**src/mtd_pkg.sv**
```systemverilog
`default_nettype none
// ----------------------------------------------------------------------------
// mtd_pkg
// Shared types, constants and helper functions for the meter telegram
// deframer: phase codes, event codes, item/result structs, CRC and hex decode.
// ----------------------------------------------------------------------------
package mtd_pkg;

    localparam int MAX_LEN  = 2048;
    localparam int LEN_W    = 11;
    localparam int MS_W     = 16;
    localparam int CFG_W    = 15;
    localparam int CRC_W    = 16;
    localparam int CNT_W    = 32;

    localparam logic [LEN_W-1:0] LEN_LIMIT = LEN_W'(MAX_LEN - 2);

    localparam logic [CRC_W-1:0] CRC_POLY = 16'h1021;
    localparam logic [CRC_W-1:0] CRC_MSB  = 16'h8000;

    localparam logic [7:0] CHAR_START = 8'h2F;  // '/'
    localparam logic [7:0] CHAR_END   = 8'h21;  // '!'

    localparam logic [CFG_W-1:0] RX_TIMEOUT_RESET  = CFG_W'(5000);
    localparam logic [CFG_W-1:0] CRC_TIMEOUT_RESET = CFG_W'(1000);

    localparam logic CMD_BYTE = 1'b0;
    localparam logic CMD_TICK = 1'b1;

    localparam logic REG_RX_TIMEOUT  = 1'b0;
    localparam logic REG_CRC_TIMEOUT = 1'b1;

    typedef enum logic [1:0] {
        PH_IDLE = 2'd0,
        PH_BODY = 2'd1,
        PH_CRC  = 2'd2
    } phase_t;

    typedef enum logic [2:0] {
        EV_DONE        = 3'd0,
        EV_CRC_TIMEOUT = 3'd1,
        EV_OVERFLOW    = 3'd2,
        EV_RX_TIMEOUT  = 3'd3,
        EV_DISCONNECT  = 3'd4
    } event_t;

    typedef struct packed {
        logic       command;
        logic [7:0] data_byte;
    } item_t;

    typedef struct packed {
        event_t           event_res;
        logic             crc_ok;
        logic [LEN_W-1:0] telegram_length;
        logic [CRC_W-1:0] received_crc;
        logic [CRC_W-1:0] computed_crc;
        logic [CNT_W-1:0] telegram_number;
        logic             meter_connected;
        logic [CNT_W-1:0] bytes_seen;
    } result_t;

    // CRC-16, MSB first, one byte
    function automatic logic [CRC_W-1:0] crc_feed(input logic [CRC_W-1:0] crc_in,
                                                  input logic [7:0] b);
        logic [CRC_W-1:0] c;
        c = crc_in ^ {b, 8'h00};
        for (int k = 0; k < 8; k++) begin
            if ((c & CRC_MSB) != '0) begin
                c = {c[CRC_W-2:0], 1'b0} ^ CRC_POLY;
            end else begin
                c = {c[CRC_W-2:0], 1'b0};
            end
        end
        return c;
    endfunction

    // returns {bad, nibble}
    function automatic logic [4:0] hex_decode(input logic [7:0] ch);
        logic [4:0] r;
        r = {1'b1, 4'h0};
        if (ch >= 8'h30 && ch <= 8'h39) begin
            r = {1'b0, 4'(ch - 8'h30)};
        end else if (ch >= 8'h41 && ch <= 8'h46) begin
            r = {1'b0, 4'(ch - 8'h41 + 8'd10)};
        end else if (ch >= 8'h61 && ch <= 8'h66) begin
            r = {1'b0, 4'(ch - 8'h61 + 8'd10)};
        end
        return r;
    endfunction

endpackage
`default_nettype wire

```
**src/mtd_in_reg.sv**
```systemverilog
`default_nettype none
// ----------------------------------------------------------------------------
// mtd_in_reg
// Input register: holds one accepted beat until the core consumes it.
// ----------------------------------------------------------------------------
module mtd_in_reg
    import mtd_pkg::*;
(
    input  wire logic  aclk,
    input  wire logic  aresetn,
    input  wire logic  s_valid,
    output logic       s_ready,
    input  wire item_t s_item,
    input  wire logic  advance,
    output logic       item_valid,
    output item_t      item
);

    logic  valid_reg, valid_next;
    item_t item_reg;

    assign s_ready    = !valid_reg || advance;
    assign valid_next = (s_valid && s_ready) ? 1'b1 : (advance ? 1'b0 : valid_reg);

    always_ff @(posedge aclk) begin
        if (!aresetn) begin
            valid_reg <= 1'b0;
        end else begin
            valid_reg <= valid_next;
        end
    end

    always_ff @(posedge aclk) begin
        if (s_valid && s_ready) begin
            item_reg <= s_item;
        end
    end

    assign item_valid = valid_reg;
    assign item       = item_reg;

endmodule
`default_nettype wire

```
**src/mtd_core.sv**
```systemverilog
`default_nettype none
// ----------------------------------------------------------------------------
// mtd_core
// Framing state, CRC, checksum parse, timeouts and counters; one beat per step.
// ----------------------------------------------------------------------------
module mtd_core
    import mtd_pkg::*;
(
    input  wire logic             aclk,
    input  wire logic             aresetn,
    input  wire logic             cfg_write_en,
    input  wire logic             cfg_index,
    input  wire logic [CFG_W-1:0] cfg_data,
    input  wire logic             step,
    input  wire item_t            item,
    output logic                  res_fire,
    output result_t               res
);

    logic [CFG_W-1:0] rto_reg, cto_reg;

    phase_t           phase_reg, phase_next;
    logic [CRC_W-1:0] crc_reg, crc_next;
    logic [LEN_W-1:0] count_reg, count_next;
    logic [CRC_W-1:0] parsed_reg, parsed_next;
    logic             hex_err_reg, hex_err_next;
    logic [2:0]       taken_reg, taken_next;
    logic [MS_W-1:0]  ms_byte_reg, ms_byte_next;
    logic [MS_W-1:0]  ms_end_reg, ms_end_next;
    logic             seen_reg, seen_next;
    logic             conn_reg, conn_next;
    logic [CNT_W-1:0] tel_cnt_reg, tel_cnt_next;
    logic [CNT_W-1:0] byte_cnt_reg, byte_cnt_next;

    logic             is_byte, is_slash, is_end;
    logic [LEN_W-1:0] cnt_inc;
    logic [2:0]       taken_inc;
    logic [4:0]       hex;
    logic [CRC_W-1:0] crc_body, crc_slash;
    logic [MS_W-1:0]  ms_byte_inc, ms_end_inc;
    logic             crc_last, body_full, end_full;
    logic             crc_to_hit, rx_to_hit, disc_hit;

    assign is_byte   = (item.command == CMD_BYTE);
    assign is_slash  = (item.data_byte == CHAR_START);
    assign is_end    = (item.data_byte == CHAR_END);
    assign cnt_inc   = count_reg + LEN_W'(1);
    assign taken_inc = taken_reg + 3'd1;
    assign hex       = hex_decode(item.data_byte);
    assign crc_body  = crc_feed(crc_reg, item.data_byte);
    assign crc_slash = crc_feed('0, CHAR_START);

    assign ms_byte_inc = (ms_byte_reg != '1) ? ms_byte_reg + MS_W'(1) : ms_byte_reg;
    assign ms_end_inc  = (ms_end_reg != '1) ? ms_end_reg + MS_W'(1) : ms_end_reg;

    assign crc_last   = (taken_inc >= 3'd4) || (cnt_inc >= LEN_LIMIT);
    assign body_full  = (count_reg >= LEN_LIMIT);
    assign end_full   = (cnt_inc >= LEN_LIMIT);
    assign crc_to_hit = (ms_end_inc >= {1'b0, cto_reg});
    assign rx_to_hit  = seen_reg && (ms_byte_inc > {1'b0, rto_reg});
    assign disc_hit   = conn_reg && seen_reg && (ms_byte_inc > {rto_reg, 1'b0});

    // configuration
    always_ff @(posedge aclk) begin
        if (!aresetn) begin
            rto_reg <= RX_TIMEOUT_RESET;
            cto_reg <= CRC_TIMEOUT_RESET;
        end else if (cfg_write_en) begin
            unique case (cfg_index)
                REG_RX_TIMEOUT:  rto_reg <= cfg_data;
                REG_CRC_TIMEOUT: cto_reg <= cfg_data;
                default:         rto_reg <= rto_reg;
            endcase
        end
    end

    // next phase
    always_comb begin
        phase_next = phase_reg;
        if (step) begin
            if (is_byte) begin
                unique case (phase_reg)
                    PH_CRC:  phase_next = crc_last ? PH_IDLE : PH_CRC;
                    PH_BODY: begin
                        if (is_slash) begin
                            phase_next = PH_BODY;
                        end else if (body_full) begin
                            phase_next = PH_IDLE;
                        end else if (is_end) begin
                            phase_next = end_full ? PH_IDLE : PH_CRC;
                        end
                    end
                    PH_IDLE: phase_next = is_slash ? PH_BODY : PH_IDLE;
                    default: phase_next = PH_IDLE;
                endcase
            end else begin
                unique case (phase_reg)
                    PH_CRC:  phase_next = crc_to_hit ? PH_IDLE : PH_CRC;
                    PH_BODY: phase_next = rx_to_hit ? PH_IDLE : PH_BODY;
                    PH_IDLE: phase_next = PH_IDLE;
                    default: phase_next = PH_IDLE;
                endcase
            end
        end
    end

    // datapath and result
    always_comb begin
        crc_next      = crc_reg;
        count_next    = count_reg;
        parsed_next   = parsed_reg;
        hex_err_next  = hex_err_reg;
        taken_next    = taken_reg;
        ms_byte_next  = ms_byte_reg;
        ms_end_next   = ms_end_reg;
        seen_next     = seen_reg;
        conn_next     = conn_reg;
        tel_cnt_next  = tel_cnt_reg;
        byte_cnt_next = byte_cnt_reg;
        res_fire      = 1'b0;
        res           = '0;
        res.event_res = EV_DONE;

        if (step) begin
            if (is_byte) begin
                byte_cnt_next = byte_cnt_reg + CNT_W'(1);
                ms_byte_next  = '0;
                seen_next     = 1'b1;
                if (phase_reg == PH_CRC) begin
                    hex_err_next = hex_err_reg | hex[4];
                    parsed_next  = {parsed_reg[CRC_W-5:0], hex[3:0]};
                    taken_next   = taken_inc;
                    count_next   = cnt_inc;
                    if (crc_last) begin
                        res_fire   = 1'b1;
                        count_next = '0;
                    end
                end else if (is_slash) begin
                    crc_next   = crc_slash;
                    count_next = LEN_W'(1);
                    conn_next  = 1'b1;
                end else if (phase_reg == PH_BODY) begin
                    if (!body_full) begin
                        count_next = cnt_inc;
                        crc_next   = crc_body;
                        if (is_end) begin
                            parsed_next  = '0;
                            hex_err_next = 1'b0;
                            taken_next   = '0;
                            ms_end_next  = '0;
                            if (end_full) begin
                                res_fire   = 1'b1;
                                count_next = '0;
                            end
                        end
                    end else begin
                        // buffer full: abort the telegram
                        conn_next           = 1'b0;
                        count_next          = '0;
                        res_fire            = 1'b1;
                        res.event_res       = EV_OVERFLOW;
                        res.telegram_length = count_reg;
                    end
                end
                if (res_fire && res.event_res == EV_DONE) begin
                    tel_cnt_next        = tel_cnt_reg + CNT_W'(1);
                    res.crc_ok          = !hex_err_next && (taken_next == 3'd4) &&
                                          (parsed_next == crc_next);
                    res.telegram_length = cnt_inc;
                    res.received_crc    = parsed_next;
                    res.computed_crc    = crc_next;
                end
            end else begin
                ms_byte_next = ms_byte_inc;
                unique case (phase_reg)
                    PH_CRC: begin
                        ms_end_next = ms_end_inc;
                        if (crc_to_hit) begin
                            res_fire            = 1'b1;
                            res.event_res       = EV_CRC_TIMEOUT;
                            res.telegram_length = count_reg;
                            count_next          = '0;
                        end
                    end
                    PH_BODY: begin
                        if (rx_to_hit) begin
                            conn_next           = 1'b0;
                            seen_next           = 1'b0;
                            res_fire            = 1'b1;
                            res.event_res       = EV_RX_TIMEOUT;
                            res.telegram_length = count_reg;
                            count_next          = '0;
                        end
                    end
                    default: begin
                        if (disc_hit) begin
                            conn_next     = 1'b0;
                            seen_next     = 1'b0;
                            res_fire      = 1'b1;
                            res.event_res = EV_DISCONNECT;
                        end
                    end
                endcase
            end
            res.telegram_number = tel_cnt_next;
            res.meter_connected = conn_next;
            res.bytes_seen      = byte_cnt_next;
        end
    end

    always_ff @(posedge aclk) begin
        if (!aresetn) begin
            phase_reg    <= PH_IDLE;
            crc_reg      <= '0;
            count_reg    <= '0;
            parsed_reg   <= '0;
            hex_err_reg  <= 1'b0;
            taken_reg    <= '0;
            ms_byte_reg  <= '0;
            ms_end_reg   <= '0;
            seen_reg     <= 1'b0;
            conn_reg     <= 1'b0;
            tel_cnt_reg  <= '0;
            byte_cnt_reg <= '0;
        end else begin
            phase_reg    <= phase_next;
            crc_reg      <= crc_next;
            count_reg    <= count_next;
            parsed_reg   <= parsed_next;
            hex_err_reg  <= hex_err_next;
            taken_reg    <= taken_next;
            ms_byte_reg  <= ms_byte_next;
            ms_end_reg   <= ms_end_next;
            seen_reg     <= seen_next;
            conn_reg     <= conn_next;
            tel_cnt_reg  <= tel_cnt_next;
            byte_cnt_reg <= byte_cnt_next;
        end
    end

endmodule
`default_nettype wire

```
**src/mtd_out_reg.sv**
```systemverilog
`default_nettype none
// ----------------------------------------------------------------------------
// mtd_out_reg
// Result register: holds one result beat until the consumer takes it.
// ----------------------------------------------------------------------------
module mtd_out_reg
    import mtd_pkg::*;
(
    input  wire logic    aclk,
    input  wire logic    aresetn,
    input  wire logic    load,
    input  wire logic    res_fire,
    input  wire result_t res,
    output logic         out_free,
    output logic         m_valid,
    input  wire logic    m_ready,
    output result_t      m_res
);

    logic    valid_reg, valid_next;
    result_t res_reg;

    assign out_free = !valid_reg || m_ready;

    // load only happens while the slot is free, so a silent step empties it
    assign valid_next = load ? res_fire : (m_ready ? 1'b0 : valid_reg);

    always_ff @(posedge aclk) begin
        if (!aresetn) begin
            valid_reg <= 1'b0;
        end else begin
            valid_reg <= valid_next;
        end
    end

    always_ff @(posedge aclk) begin
        if (load && res_fire) begin
            res_reg <= res;
        end
    end

    assign m_valid = valid_reg;
    assign m_res   = res_reg;

endmodule
`default_nettype wire

```
**src/meter_telegram_deframer_crc16.sv**
```systemverilog
`default_nettype none
// ----------------------------------------------------------------------------
// meter_telegram_deframer_crc16
// Serial telegram deframer: start/end markers, CRC-16 check of the hex
// checksum, CRC and receive timeouts, disconnect detection and counters.
// ----------------------------------------------------------------------------
// Channel  Dir  Handshake          Payload
// s_       in   s_valid/s_ready    s_command, s_data_byte
// m_       out  m_valid/m_ready    event, crc, length, counters, connected flag
// cfg_     in   cfg_write_en       cfg_index, cfg_data (no read-back)
//
// One beat per clock unless m_ready stalls: the input register feeds the core,
// which updates all state and loads the result register in the same cycle.
// A beat advances only while the result register is empty or being drained,
// so an m_ready stall backs up into s_ready. Synchronous active-low reset
// restores the default timeouts and clears all framing state and counters.
// ----------------------------------------------------------------------------
module meter_telegram_deframer_crc16
    import mtd_pkg::*;
(
    input  wire logic             aclk,
    input  wire logic             aresetn,
    input  wire logic             cfg_write_en,
    input  wire logic             cfg_index,
    input  wire logic [CFG_W-1:0] cfg_data,
    input  wire logic             s_valid,
    output logic                  s_ready,
    input  wire logic             s_command,
    input  wire logic [7:0]       s_data_byte,
    output logic                  m_valid,
    input  wire logic             m_ready,
    output logic [2:0]            m_event_res,
    output logic                  m_crc_ok,
    output logic [LEN_W-1:0]      m_telegram_length,
    output logic [CRC_W-1:0]      m_received_crc,
    output logic [CRC_W-1:0]      m_computed_crc,
    output logic [CNT_W-1:0]      m_telegram_number,
    output logic                  m_meter_connected,
    output logic [CNT_W-1:0]      m_bytes_seen
);

    item_t   s_item, item;
    logic    item_valid, advance, out_free, res_fire;
    result_t res, m_res;

    assign s_item.command   = s_command;
    assign s_item.data_byte = s_data_byte;
    assign advance          = item_valid && out_free;

    mtd_in_reg u_in_reg (
        .aclk       (aclk),
        .aresetn    (aresetn),
        .s_valid    (s_valid),
        .s_ready    (s_ready),
        .s_item     (s_item),
        .advance    (advance),
        .item_valid (item_valid),
        .item       (item)
    );

    mtd_core u_core (
        .aclk         (aclk),
        .aresetn      (aresetn),
        .cfg_write_en (cfg_write_en),
        .cfg_index    (cfg_index),
        .cfg_data     (cfg_data),
        .step         (advance),
        .item         (item),
        .res_fire     (res_fire),
        .res          (res)
    );

    mtd_out_reg u_out_reg (
        .aclk     (aclk),
        .aresetn  (aresetn),
        .load     (advance),
        .res_fire (res_fire),
        .res      (res),
        .out_free (out_free),
        .m_valid  (m_valid),
        .m_ready  (m_ready),
        .m_res    (m_res)
    );

    assign m_event_res       = m_res.event_res;
    assign m_crc_ok          = m_res.crc_ok;
    assign m_telegram_length = m_res.telegram_length;
    assign m_received_crc    = m_res.received_crc;
    assign m_computed_crc    = m_res.computed_crc;
    assign m_telegram_number = m_res.telegram_number;
    assign m_meter_connected = m_res.meter_connected;
    assign m_bytes_seen      = m_res.bytes_seen;

endmodule
`default_nettype wire

```
**config.mk**
```make
export PLATFORM = sky130hd
export DESIGN_NAME = meter_telegram_deframer_crc16
export DESIGN_NICKNAME = d
export VERILOG_FILES = /design/src/mtd_pkg.sv /design/src/mtd_in_reg.sv /design/src/mtd_core.sv /design/src/mtd_out_reg.sv /design/src/meter_telegram_deframer_crc16.sv
export SDC_FILE = /design/constraint.sdc
export NUM_CORES = 1
export LEC_CHECK = 0
export ABC_AREA = 1
export BUFFER_PORTS_ARGS = -buffer_cell sky130_fd_sc_hd__clkbuf_2
export CORE_MARGIN = 2
export CORE_UTILIZATION = 40
export DETAILED_ROUTE_END_ITERATION = 16
export GPL_TIMING_DRIVEN = 0
export SKIP_LAST_GASP = 1
export SYNTH_ARGS = -nofsm -noshare
export SYNTH_HDL_FRONTEND = slang
export SYNTH_SLANG_ARGS = --single-unit
```
**constraint.sdc**
```tcl
create_clock -name aclk -period 7.2 [get_ports aclk]
set_input_delay 0.72 -clock aclk [delete_from_list [all_inputs] [get_ports aclk]]
set_output_delay 0.72 -clock aclk [all_outputs]
set_load 0.02 [all_outputs]
```
==> After elaboration in Yosys (flattened, before gate mapping) <==
Cells that the tools add are included.
{ "totals": {"reg_bits": 300, "out_inout_bits": 114, "wordCells": 238} }
{ "op_classes": {"add_sub_neg": 11, "n_lt_le_gt_ge": 12, "n_eq_ne": 18, "n_mux": 124, "bitwise_logic": 14, "n_reduce_logical": 33} }
{ "ops": {"columns": ["op", "n"], "rows": [
  ["$mux W16", 23],
  ["$mux W11", 17],
  ["$mux W13", 8],
  ["$mux W32", 3],
  ["$add A32 B1 Y32 const B", 2],
  ["$pmux W11 S2", 2],
  ["$mux W43", 1],
  ["$mux W3", 14],
  ["$mux W1", 38],
  ["$add A16 B1 Y16 const B", 2],
  ["$ne A16 B16 Y1 const B", 2],
  ["$not A3 Y3", 8],
  ["$ge A11 B11 Y1 const B", 2],
  ["$mux W2", 9],
  ["$eq A16 B16 Y1", 1],
  ["$eq A8 B6 Y1 const B", 2],
  ["$ge A16 B15 Y1", 1],
  ["$ge A8 B7 Y1 const B", 2],
  ["$gt A16 B15 Y1", 1],
  ["$gt A16 B16 Y1", 1],
  ["$le A8 B7 Y1 const B", 2],
  ["$xor A16 B16 Y16", 1],
  ["$mux W5", 3],
  ["$logic_and A1 B1 Y1", 12],
  ["other kinds (32)", 55]
]} }

==> Longest topological paths before layout <==
Gate-level depths: netlist of run 1.
{ "logic_depth": {"word_depth": 25, "mapped_depth": 30, "ltp_nobuf": 30} }

==> Cells and area by module <==
A second synthesis of run 1 with hierarchy kept.
{ "unflattened": {"hier_cells": 2232, "area_unflattened_um2": 16443.3} }
{ "modules_own_cells": {"columns": ["module", "instances", "cells_per_inst", "area_per_inst_um2", "seq_area_each_um2"], "rows": [
  ["mtd_core", 1, 2093, 12695.9, 3543.4],
  ["mtd_out_reg", 1, 121, 3418.3, 3383.2],
  ["mtd_in_reg", 1, 16, 321.6, 290.3],
  ["meter_telegram_deframer_crc16", 1, 2, 7.5, 0.0]
]} }

==> Worst setup path after synthesis of run 1 <==
No wires, ideal clock.
{ "synth_timing": {"path_kind": "register -> register", "from": "register u_core.ms_byte_reg[7]", "to": "register u_out_reg.res_reg (netlist bit u_out_reg.m_res[0]), enable pin", "setup_time_ns": 0.475, "t_arrival_ns": 5.434, "t_required_ns": 6.725, "path_slack_ns": 1.291, "path_stages_with_launch": 29, "cell_sequence": "dfxtp_1 nand2_1 nor2_1 nand2_1 nor2_1 nand2_1 nor2_1 nand2_1 inv_1 nor3_1 nand3_1 nor2_1 xor2_1 ha_1 nand4_1 nor3_1 nand2_1 nand4_1 nand2_1 nand2_1 nand2_1 nand2_1 nand2_1 nand2_1 nand3_1 nand2_1 nand2_1 buf_2 nand2_1"} }
{ "synth_between": {"elab_chain_len": 9, "word_cells_on_any_way": 13, "cone_classes": "add/sub: 1; order compare: 2; eq/ne: 1; mux: 6; reduce/logical: 3"} }
{ "synth_lines": {"columns": ["item", "line", "rtl"], "rows": [
  ["start: declaration", "mtd_core.sv:28", "logic [MS_W-1:0] ms_byte_reg, ms_byte_next;"],
  ["start signal: assignment", "mtd_core.sv:232", "ms_byte_reg <= ms_byte_next;"],
  ["$add A16 B1 Y16 / $ne A16 B16 Y1 (equally long branches)", "mtd_core.sv:53", "assign ms_byte_inc = (ms_byte_reg != '1) ? ms_byte_reg + MS_W'(1) : ms_byte_reg;"],
  ["$mux W16 (*)", "mtd_core.sv:53", null],
  ["$gt A16 B16 Y1 / $gt A16 B15 Y1 (equally long branches)", "mtd_core.sv:61, mtd_core.sv:60", null],
  ["$logic_and A1 B1 Y1 (on tied branches)", "mtd_core.sv:61, mtd_core.sv:60", null],
  ["$mux W1 (on tied branches)", "mtd_core.sv:196, mtd_core.sv:186", null],
  ["$pmux W1 S2 (*)", "mtd_core.sv:175", "unique case (phase_reg)"],
  ["$mux W1 (*)", "mtd_core.sv:125", "if (is_byte) begin"],
  ["$mux W1 (*)", "mtd_core.sv:124", "if (step) begin"],
  ["$logic_and A1 B1 Y1 (*)", "mtd_out_reg.sv:37", "if (load && res_fire) begin"],
  ["end signal: assignment", "mtd_out_reg.sv:38", "res_reg <= res;"],
  ["end: declaration", "mtd_out_reg.sv:21", "result_t res_reg;"]
]} }
Mark *: on every way between the ends. The rest lies on a longest branch, timed or not.
A chain may end at the register's enable or synchronous reset.

==> Worst setup path in the final report of run 1 <==
{ "layout_timing": {"from": "register u_core.ms_byte_reg[0]", "to": "register u_out_reg.res_reg (netlist bit u_out_reg.m_res[111]), enable pin"} }
The elaborated chain is that of the path after synthesis.

==> flow_summary_export.csv, run 1 <==
group,metric,value,unit
cells_and_area,drive_gt1_frac,0.123,
global_routing,track_usage,0.227,
global_routing,antenna_found_initial,0,
sta,setup_ws,2080,ps
setup_path,path_buf_inv,3,
route,drt_wl_total,47.6,mm
sta,worstMarginPinSlew,959,ps
cells_and_area,diodes,0,
cts,cts-resized-gates,0,
synthesis,yosysUniqueCellTypes,56,
floorplan,die-width,206,µm
synthesis,synth-simple-area-share,0.264,
synthesis,synth_edf_count,121,
cts,clk_pin_slew,60,ps
synthesis,synth_top_family_by_area,"simple AND/OR/NAND/NOR gates",
floorplan,die_h,206,µm
synthesis,syn_area_per_cell,7.65,µm²
place,gp_congestion,0.939,
setup_path,r2r-start,"u_core.ms_byte_reg[0]$_SDFFE_PN0P_",
pwr,leakage,7.75,nW
route,ant_nets,0,
setup_path,slowest_delay,560,ps
place,detailed_place_hpwl,35.6,mm
setup_path,worstPathMaxFanout,62,
sta,fin_tns_setup,0,ps
cells_and_area,syn2layout_area_growth,16.1,%
setup_path,worstPathArrival,5330,ps
route,drt_iter0_drc,1014,
global_routing,grt_max_degree,63,
synthesis,ys_async_sr_fraction,0,
cells_and_area,nFillCells,3958,
setup_path,reg2reg_to,"u_out_reg.m_res[111]$_SDFFCE_PN0P_",
route,avgRoutedWirePerCell,16.7,µm
synthesis,synth_area,16300,µm²
sta,relSlewSlack,0.361,
synthesis,synth-compound-area-share,0.129,
route,dr.pass1.iters,6,
synthesis,synth-xor-area-share,0.0291,
min_path,hp-start,"s_data_byte[7]",
setup_path,r2r_setup_slack,2080,ps
synthesis,synth_fa_ha_area_frac,0.0470,
min_path,min_path_type,"primary input to flip-flop",
cts,clk_latency,560,ps
cts,htreeDepth,2,
floorplan,dieArea,42300,µm²
floorplan,initial_utilization,0.407,
cells_and_area,largest_reg_flops,112,
cts,cts_made_buffers,35,
setup_path,cp_top_family,"simple AND/OR/NAND/NOR gates",
sta,rsz0062_at_grt,"false",
cells_and_area,final_nets,2397,
setup_path,worstSetupEndpointType,"flip-flop",
cts,clkSinkCount,300,
job,maxCapViolCount,0,
pwr,power.density,212,nW/µm²
place,port_buffers,143,
synthesis,ys_ff_latch,300,
setup_path,cp.required,7410,ps
place,dp.cells,2794,
route,viasPerCell,5.19,
setup_path,crit_top_cell,"nand2_1",
setup_path,path_class,"flip-flop to flip-flop",
global_routing,grt_pass1_vias,13900,
route,drc,0,
pwr,peakVddDrop,0.113,mV
cts,clk_path_buf_depth,3,
status,status,"complete, no violations",
sta,max_freq,195,MHz
min_path,min_to,"u_in_reg.item[7]$_DFFE_PP_",
floorplan,rows,73,
sta,post-route-period-util,0.711,
sta,fin_skew,32.7,ps
setup_path,slowest_stage,"nand2_4",
synthesis,yosysWarnings,0,
cells_and_area,final_cells,2857,
min_path,holdPathStages,1,
setup_path,r2r_cells,28,
cts,tritoncts,"yes",
global_routing,grt_overflow,0,
synthesis,synthMuxAreaShare,0,
setup_path,critPathLaunchType,"flip-flop",
global_routing,grt_pass1_wl,74.7,mm
sta,setup_violations,0,
synthesis,synth-main-ff-cell,"dfxtp_1",
synthesis,synth_nets,2216,
route,vias,14800,
synthesis,syn_inst,2125,
cts,post_cts_buffers,0,
place,dpl_worst_slack,2120,ps
sta,drv_slew,0,
synthesis,seq_area_frac_synth,0.444,
sta,hold_viol,0,
floorplan,core_area,39900,µm²
cts,ctsHoldBuffers,0,
cts,clockRootBuffer,"clkbuf_16",
sta,post-route-min-period,5120,ps
floorplan,io_pins,144,
cells_and_area,fin_util,0.473,
==> cell families after synthesis <==
kind of cell / after synthesis
buf+inv: 362
flops: 300
fa+ha+maj: 61
compound gates: 384
xor+xnor: 54
simple gates: 964
==> routing by layer <==
metal	global-route usage	wire length, µm
met1	0.303	21300
met2	0.373	22100
met3	0.0388	2810
met4	0.0714	1340
met5	0	0
==> metrics by stage <==
stage / cell area (µm²) / total power [mW] / hold slack [ps]
2_1_floorplan: 16300 / 2.04 / 435
3_3_place_gp: 17600 / 2.14 / 451
3_5_place_dp: 17700 / 2.14 / 454
4_1_cts: 18900 / 4.04 / 317
5_1_grt: 18900 / 4.15 / 323
6_report: 18900 / 4.00 / 340
==> synth_stat cells, drive strengths merged, types with 34 or more instances <==
| cell type | count | area, µm² |
|---|---|---|
| o21ai | 100 | 508 |
| dfxtp | 179 | 3580 |
| nor3 | 39 | 241 |
| nand4 | 34 | 249 |
| edfxtp | 121 | 3630 |
| nand2 | 521 | 1980 |
| a21oi | 225 | 1130 |
| nor2 | 191 | 826 |
| inv | 284 | 1070 |
| ha | 61 | 763 |
| nand3 | 146 | 783 |
| clkbuf | 53 | 199 |
==> cells in the final DEF, fill, tap and decap left out, types with 8 or more instances in the layout <==
master	count
nand2_1	514
inv_1	278
a21oi_1	223
dfxtp_1	179
nor2_1	169
clkbuf_2	143
nand3_1	140
edfxtp_1	121
o21ai_0	87
ha_1	61
clkbuf_1	55
clkbuf_16	37
xor2_1	32
nand4_1	31
nor3_1	31
xnor2_1	22
o211ai_1	18
buf_2	13
nor2_2	13
clkinv_1	12
or2_2	12
nor4_1	11
o21ai_1	11
nor2_4	8
clkinv_2	8
a31oi_1	8
o22ai_1	8
==> worst reg2reg max path: cells and delay by family (launching register included) <==
kind,cells,cell delay [ps]
fa+ha+maj,2,450
simple gates,22,2890
xor+xnor,1,320
buf+inv,3,730
flops,1,330
==> worst max-delay path by stage <==
stage                                       startpoint                            endpoint  slack (ps)  depth (start not counted)
floorplan           u_core.ms_byte_reg[7]$_SDFFE_PN0P_    u_out_reg.m_res[0]$_SDFFCE_PN0P_        1290                         28
global placement    u_core.ms_byte_reg[0]$_SDFFE_PN0P_   u_out_reg.m_res[90]$_SDFFCE_PP0P_        -690                         27
detailed placement  u_core.ms_byte_reg[0]$_SDFFE_PN0P_   u_out_reg.m_res[25]$_SDFFCE_PN0P_        2120                         28
CTS                 u_core.ms_byte_reg[0]$_SDFFE_PN0P_   u_out_reg.m_res[19]$_SDFFCE_PN0P_        2080                         28
global route        u_core.ms_byte_reg[0]$_SDFFE_PN0P_  u_out_reg.m_res[111]$_SDFFCE_PN0P_        1520                         28
finish              u_core.ms_byte_reg[0]$_SDFFE_PN0P_  u_out_reg.m_res[111]$_SDFFCE_PN0P_        2080                         28
==> layout make-up <==
| type | count | area [µm²] | share of cell area |
|---|---|---|---|
| inverters | 290 | 1090 | 0.0580 |
| clock buffers | 39 | 933 | 0.0495 |
| plain buffers | 72 | 324 | 0.0172 |
| multi-input cells | 1463 | 7620 | 0.404 |
| repair buffers | 144 | 743 | 0.0394 |
| clock inverters | 24 | 274 | 0.0145 |
| flip-flops and latches | 300 | 7220 | 0.383 |
| well taps | 525 | 657 | 0.0348 |
==> report_power, final <==
part | switching, mW | leakage [nW] | internal [mW]
combinational | 0.216 | 4.68 | 0.0896
clock | 0.744 | 0.590 | 1.15
sequential | 0.0185 | 2.48 | 1.78
Note: power is estimated with default switching activity, not from simulation.
==> inputs of run 2 (changes only) <==
--- a/config.mk
+++ b/config.mk
@@ -5,7 +5,7 @@
 export SDC_FILE = /design/constraint.sdc
 export NUM_CORES = 1
 export LEC_CHECK = 0
-export ABC_AREA = 1
+export ABC_AREA = 0
 export BUFFER_PORTS_ARGS = -buffer_cell sky130_fd_sc_hd__clkbuf_2
 export CORE_MARGIN = 2
 export CORE_UTILIZATION = 40
==> constraint.sdc (replaced) <==
create_clock -name aclk -period 5.3 [get_ports aclk]
set_input_delay 0.53 -clock aclk [delete_from_list [all_inputs] [get_ports aclk]]
set_output_delay 0.53 -clock aclk [all_outputs]
set_load 0.02 [all_outputs]
==> run 2 against run 1 <==
- clock power rose by 24%
- sequential cell count did not move
- critical path depth fell by 10
- die area fell by 2.3%
- sequential share of layout area rose by 0.93 points
- non-clock buffer count rose by 26
- register-to-register slack got worse by 1900 ps
- design area fell by 2.4%
- largest power group is now registers
- highest routed layer unchanged
==> flow_summary_export.csv, run 2 <==
group,metric,value,unit
cells_and_area,final_cells,2474,
synthesis,synth-main-ff-cell,"dfxtp_1",
route,viasPerCell,5.56,
cts,htreeDepth,2,
cells_and_area,regArea,7220,µm²
min_path,holdPathStages,1,
synthesis,seq_area_frac_synth,0.455,
floorplan,rows,72,
synthesis,synth_largest_area_cell,"edfxtp_1",
synthesis,ys_async_sr_fraction,0,
status,status,"complete, no violations",
cells_and_area,multi_input_area,8080,µm²
setup_path,cp.required,5530,ps
route,vias,13800,
setup_path,worstSetupEndpointType,"flip-flop",
route,drc,0,
pwr,p_total,5.14,mW
sta,drv_slew,0,
synthesis,synth_nets,1840,
synthesis,yosysMostFrequentCell,"nand2_1",
setup_path,path_class,"flip-flop to flip-flop",
setup_path,critPathLaunchType,"flip-flop",
global_routing,antenna_found_initial,0,
pwr,switchingPower,1.22,mW
sta,worstMarginPinSlew,1280,ps
pwr,power.density,279,nW/µm²
floorplan,dieArea,41300,µm²
cts,clk_pin_slew,60,ps
cts,clockRootBuffer,"clkbuf_16",
pwr,p_int,3.91,mW
place,port_buffers,143,
cts,tritoncts,"yes",
cells_and_area,layout_commonest_cell,"nand2_1",
sta,rsz0062_at_grt,"false",
place,gp_congestion,0.883,
setup_path,worstPathArrival,5360,ps
global_routing,grt_pass1_vias,13000,
sta,fin_skew,31.8,ps
route,drt_wl_total,45.6,mm
pwr,leakage,6.89,nW
place,detailed_place_hpwl,33.2,mm
cells_and_area,nFillCells,3851,
sta,hold_viol,0,
cts,cts_made_buffers,35,
cells_and_area,syn2layout_area_growth,16.0,%
floorplan,io_pins,144,
cts,clk_path_buf_depth,3,
floorplan,die_h,203,µm
global_routing,grt_pass1_wl,71.4,mm
setup_path,worstPathMaxFanout,66,
sta,post-route-min-period,5130,ps
synthesis,ys_ff_latch,300,
floorplan,core_area,38900,µm²
synthesis,syn_area_per_cell,9.07,µm²
global_routing,grt_overflow,0,
place,placed_area,17300,µm²
floorplan,die-width,203,µm
pwr,swShare,0.238,
pwr,p_clk_frac,0.458,
route,avgRoutedWirePerCell,18.4,µm
min_path,min_path_type,"primary input to flip-flop",
synthesis,syn_inst,1749,
synthesis,yosysUniqueCellTypes,82,
synthesis,yosysWarnings,0,
cells_and_area,fin_util,0.473,
setup_path,r2r_cells,18,
cells_and_area,diodes,0,
sta,relSlewSlack,0.142,
sta,fin_tns_setup,0,ps
sta,setup_violations,0,
cells_and_area,mostFrequentLayoutCells,"nand2_1, nor2_1, dfxtp_1, clkbuf_2, edfxtp_1",
synthesis,netlist.area_leader.share,0.229,
pwr,p_comb_frac,0.068,
sta,post-route-period-util,0.967,
cells_and_area,final_nets,2022,
global_routing,grt_max_degree,67,
cells_and_area,largest_reg_flops,112,
sta,max_freq,195,MHz
place,dp.cells,2411,
setup_path,r2r_setup_slack,170,ps
pwr,peakVddDrop,0.226,mV
cells_and_area,finish.instance_area,18400,µm²
floorplan,initial_utilization,0.408,
cells_and_area,drive_gt1_frac,0.127,
cts,clk_latency,540,ps
synthesis,synth_edf_count,121,
synthesis,synthTopCellsByCount,"nand2_1, nor2_1, dfxtp_1",
route,ant_nets,0,
synthesis,ys_top_cells_by_area,"edfxtp_1, dfxtp_1, ha_1",
cts,clkSinkCount,300,
job,maxCapViolCount,0,
route,dr.pass1.iters,6,
pwr,seq_power_share,0.475,
global_routing,track_usage,0.217,
synthesis,synth_area,15900,µm²
cts,ctsHoldBuffers,0,
route,drt_iter0_drc,1170,
==> run 2: changes by cell type in the layout (fill, tap and decap cells not counted), moves of 29 or more <==
cell,before,now
a21oi_1,223,117
a22oi_1,3,51
inv_1,278,59
nand2_1,514,194
nand3_1,140,59
o21ai_0,87,58
or3_1,0,37
xnor2_1,22,75
==> run 2: worst max-delay path, cell delays in order (launching register included) <==
cell and delay (ps):
dfxtp_1 440, ha_1 300, nand3_1 200, nor4_4 250
a21o_2 260, nor2_1 110, nand3_1 160, xnor2_1 160
ha_1 340, nand4_1 170, nor4_1 340, a21oi_1 150
and4_1 230, a22oi_1 250, o21ai_1 190, and2_1 210
buf_2 230, or3_4 520, buf_16 270
==> run 2: layer usage <==
layer / share of wire / vias to the layer above / track usage
li1: - / 6684 / -
met5: 0 / - / 0
met3: 0.063 / 65 / 0.0305
met1: 0.46 / 6537 / 0.304
met2: 0.45 / 464 / 0.350
met4: 0.021 / 0 / 0.0639
==> run 2: layout make-up <==
class / instances / share of cell area
inverter: 61 / 0.0124
sequential: 300 / 0.392
clock inverter: 12 / 0.00632
multi-input combinational: 1291 / 0.439
timing repair buffer: 145 / 0.0408
buffer: 97 / 0.0213
clock buffer: 50 / 0.0534
tap: 518 / 0.0352
==> run 2: power groups by stage <==
stage / combinational [mW] / clock (mW) / sequential (mW)
after floorplan: 0.231 / 0 / 2.48
after global placement: 0.337 / 0 / 2.49
after detailed placement: 0.342 / 0 / 2.49
after CTS: 0.344 / 2.40 / 2.44
after global routing: 0.379 / 2.47 / 2.44
final: 0.347 / 2.35 / 2.44
==> run 2: worst paths after layout <==
kind / end / startpoint
setup / recovery: u_out_reg.m_res[25]$_SDFFCE_PN0P_ / u_core.ms_byte_reg[0]$_SDFFE_PN0P_
hold / removal: u_in_reg.item[0]$_DFFE_PP_ / s_data_byte[0]
setup reg to reg: u_out_reg.m_res[25]$_SDFFCE_PN0P_ / u_core.ms_byte_reg[0]$_SDFFE_PN0P_
hold reg to reg: u_core.rto_reg[11]$_SDFFE_PN0P_ / u_core.rto_reg[11]$_SDFFE_PN0P_
==> run 2: timing repair <==
item                       CTS  global route
setup buffers                1             0
pin swaps                    2             1
gates cloned                 2             0
resized for setup            3             4
setup endpoints to repair  115           101
==> run 2: cells by family (layout without fill, tap and decap cells) <==
kind of cell               Yosys count  after routing  share of synthesized area
AOI/OAI and AO/OA                  391            391                      0.165
xor gates and xnor gates           131            131                     0.0723
buffers and inverters              160            365                     0.0397
and+or+nand+nor                    698            700                      0.215
muxes                                8              8                    0.00536
adders and majority gates           61             61                     0.0481
DFF                                300            300                      0.455
==> run 2: stage by stage <==
step / hold WS (ps) / setup slack [ps]
2_1_floorplan: 433 / 17.4
3_3_place_gp: 440 / -1570
3_5_place_dp: 447 / -707
4_1_cts: 139 / 51.1
5_1_grt: 151 / 5.40
6_report: 165 / 175
==> inputs of run 3 (changes only) <==
--- a/config.mk
+++ b/config.mk
@@ -11,6 +11,7 @@
 export CORE_UTILIZATION = 40
 export DETAILED_ROUTE_END_ITERATION = 16
 export GPL_TIMING_DRIVEN = 0
+export MAX_ROUTING_LAYER = met4
 export SKIP_LAST_GASP = 1
 export SYNTH_ARGS = -nofsm -noshare
 export SYNTH_HDL_FRONTEND = slang
==> run 3 against run 2 <==
- first-iteration DRC count is 10% lower
- die area did not move
- largest cell class unchanged
- maximum frequency up 2.6%
- clock skew shrank 6.6 ps
- cell count increased by 0.20%
==> flow_summary_export.csv, run 3 (synthesis results as in run 2) <==
group,metric,value,unit
min_path,hp-start,"s_data_byte[6]",
setup_path,slowest_stage,"or3_2",
cts,tritoncts,"yes",
cells_and_area,diodes,0,
floorplan,dieArea,41300,µm²
global_routing,grt_pass1_vias,13200,
cells_and_area,mostFrequentLayoutCells,"nand2_1, nor2_1, dfxtp_1, clkbuf_2, edfxtp_1",
status,status,"complete, no violations",
place,dp.cells,2411,
pwr,p_total,5.33,mW
floorplan,core_area,38900,µm²
global_routing,grt_overflow,0,
cells_and_area,layout_commonest_cell,"nand2_1",
route,avgRoutedWirePerCell,18.5,µm
cells_and_area,final_cells,2479,
min_path,min_path_type,"primary input to flip-flop",
place,port_buffers,143,
sta,drv_slew,0,
cells_and_area,syn2layout_area_growth,16.9,%
setup_path,critPathLaunchType,"flip-flop",
route,drt_wl_total,45.8,mm
setup_path,worstSetupEndpointType,"flip-flop",
cells_and_area,largest_reg_flops,112,
cts,clk_path_buf_depth,3,
cells_and_area,finish.instance_area,18600,µm²
cells_and_area,final_nets,2025,
setup_path,path_buf_inv,1,
sta,fin_skew,25.2,ps
sta,post-route-period-util,0.943,
global_routing,grt_pass1_wl,71.8,mm
route,drc,0,
sta,hold_viol,0,
cts,cts_made_buffers,35,
route,ant_nets,0,
cts,clkSinkCount,300,
pwr,peakVddDrop,0.244,mV
route,vias,14000,
sta,worstMarginPinSlew,1390,ps
setup_path,crit_chain,"ha_1 -> nand3_1 -> nor4_4 -> a21o_2 -> nor2_1 -> nand3_1 -> xnor2_1 -> ha_1 -> nand4_1 -> nor4_1 -> a21oi_1 -> and4_1 -> a22oi_1 -> o21ai_1 -> and2_1 -> buf_2 -> or3_2",
sta,setup_violations,0,
sta,relSlewSlack,0.0701,
sta,post-route-min-period,5000,ps
floorplan,die-width,203,µm
route,drt_iter0_drc,1053,
sta,max_freq,200,MHz
setup_path,slowest_delay,740,ps
floorplan,initial_utilization,0.408,
setup_path,cp.required,5530,ps
pwr,power.density,287,nW/µm²
place,placed_area,17300,µm²
global_routing,antenna_found_initial,0,
global_routing,track_usage,0.226,
setup_path,path_class,"flip-flop to flip-flop",
sta,holdWs,156,ps
floorplan,die_h,203,µm
floorplan,rows,72,
cts,clockRootBuffer,"clkbuf_16",
floorplan,io_pins,144,
cts,htreeDepth,2,
route,dr.pass1.iters,7,
job,maxCapViolCount,0,
place,detailed_place_hpwl,33.3,mm
cells_and_area,drive_gt1_frac,0.135,
global_routing,grt_max_degree,67,
setup_path,r2r-start,"u_core.ms_byte_reg[0]$_SDFFE_PN0P_",
setup_path,worstPathArrival,5220,ps
pwr,leakage,6.96,nW
route,viasPerCell,5.63,
setup_path,worstPathMaxFanout,23,
cts,clk_latency,560,ps
place,gp_congestion,0.891,
setup_path,cp_top_family,"simple AND/OR/NAND/NOR gates",
cts,clk_pin_slew,60,ps
setup_path,cp-startpoint,"u_core.ms_byte_reg[0]$_SDFFE_PN0P_",
-- run 3: cell types whose count changed in the layout (fill, tap and decap cells not counted), sizes merged --
cell      delta
buf          +3
inv          +2
clkinv       +2
clkinvlp     +1
bufinv       +3
clkbuf       -6
-- run 3: stage by stage --
step / setup TNS [ps] / util / setup WS [ps]
2_1_floorplan: 0 / - / 17.4
3_3_place_gp: -184840 / 0.443 / -1650
3_5_place_dp: -83950 / 0.444 / -871
4_1_cts: 0 / 0.476 / 18.3
5_1_grt: -451 / 0.477 / -21.5
6_report: 0 / 0.477 / 304
-- run 3: worst register-to-register path, stage by stage (launching register included) --
cell and delay, ps:
dfxtp_1 370, ha_1 280, nand3_1 190, nor4_4 70
a21o_2 280, nor2_1 250, nand3_1 190, xnor2_1 210
ha_1 330, nand4_1 160, nor4_1 310, a21oi_1 140
and4_1 240, a22oi_1 270, o21ai_1 200, and2_1 210
buf_2 230, or3_2 740
-- run 3: per-layer routing --
metal / GRT usage / share of wire / up-vias
met5: - / 0 / -
met4: 0.0761 / 0.031 / 0
met3: 0.0369 / 0.061 / 99
met2: 0.344 / 0.45 / 451
met1: 0.307 / 0.46 / 6700
li1: - / - / 6703
-- run 3: final cells by class --
class                           count  area (µm²)
Buffer                             97         393
Inverter                           61         229
Timing Repair Buffer              148         773
Multi-Input combinational cell   1291        8090
Sequential cell                   300        7220
Clock buffer                       44         961
Fill cell                        3776       20400
Tap cell                          518         648
Clock inverter                     20         250
-- run 3: power breakdown --
part	leakage, nW	internal [mW]	switching, mW
Sequential	2.79	2.41	0.0261
Clock	0.593	1.54	1.01
Combinational	3.58	0.110	0.236
Total	6.96	4.06	1.27
-- run 3: final timing paths --
check | slack (ps) | endpoint | depth (start not counted)
setup / recovery | 300 | u_out_reg.m_res[49]$_SDFFCE_PN0P_ | 17
hold / removal | 160 | u_in_reg.item[6]$_DFFE_PP_ | 1
setup reg to reg | 300 | u_out_reg.m_res[49]$_SDFFCE_PN0P_ | 17
hold reg to reg | 450 | u_core.hex_err_reg$_SDFFE_PN0P_ | 2
-- run 3: timing repair --
| action | in CTS | in global routing |
|---|---|---|
| setup endpoints to repair | 120 | 112 |
| resized for setup | 4 | 6 |
| setup buffers | 1 | 3 |
| pin swaps | 2 | 0 |
| gates cloned | 2 | 0 |
| hold buffers | 0 | 0 |
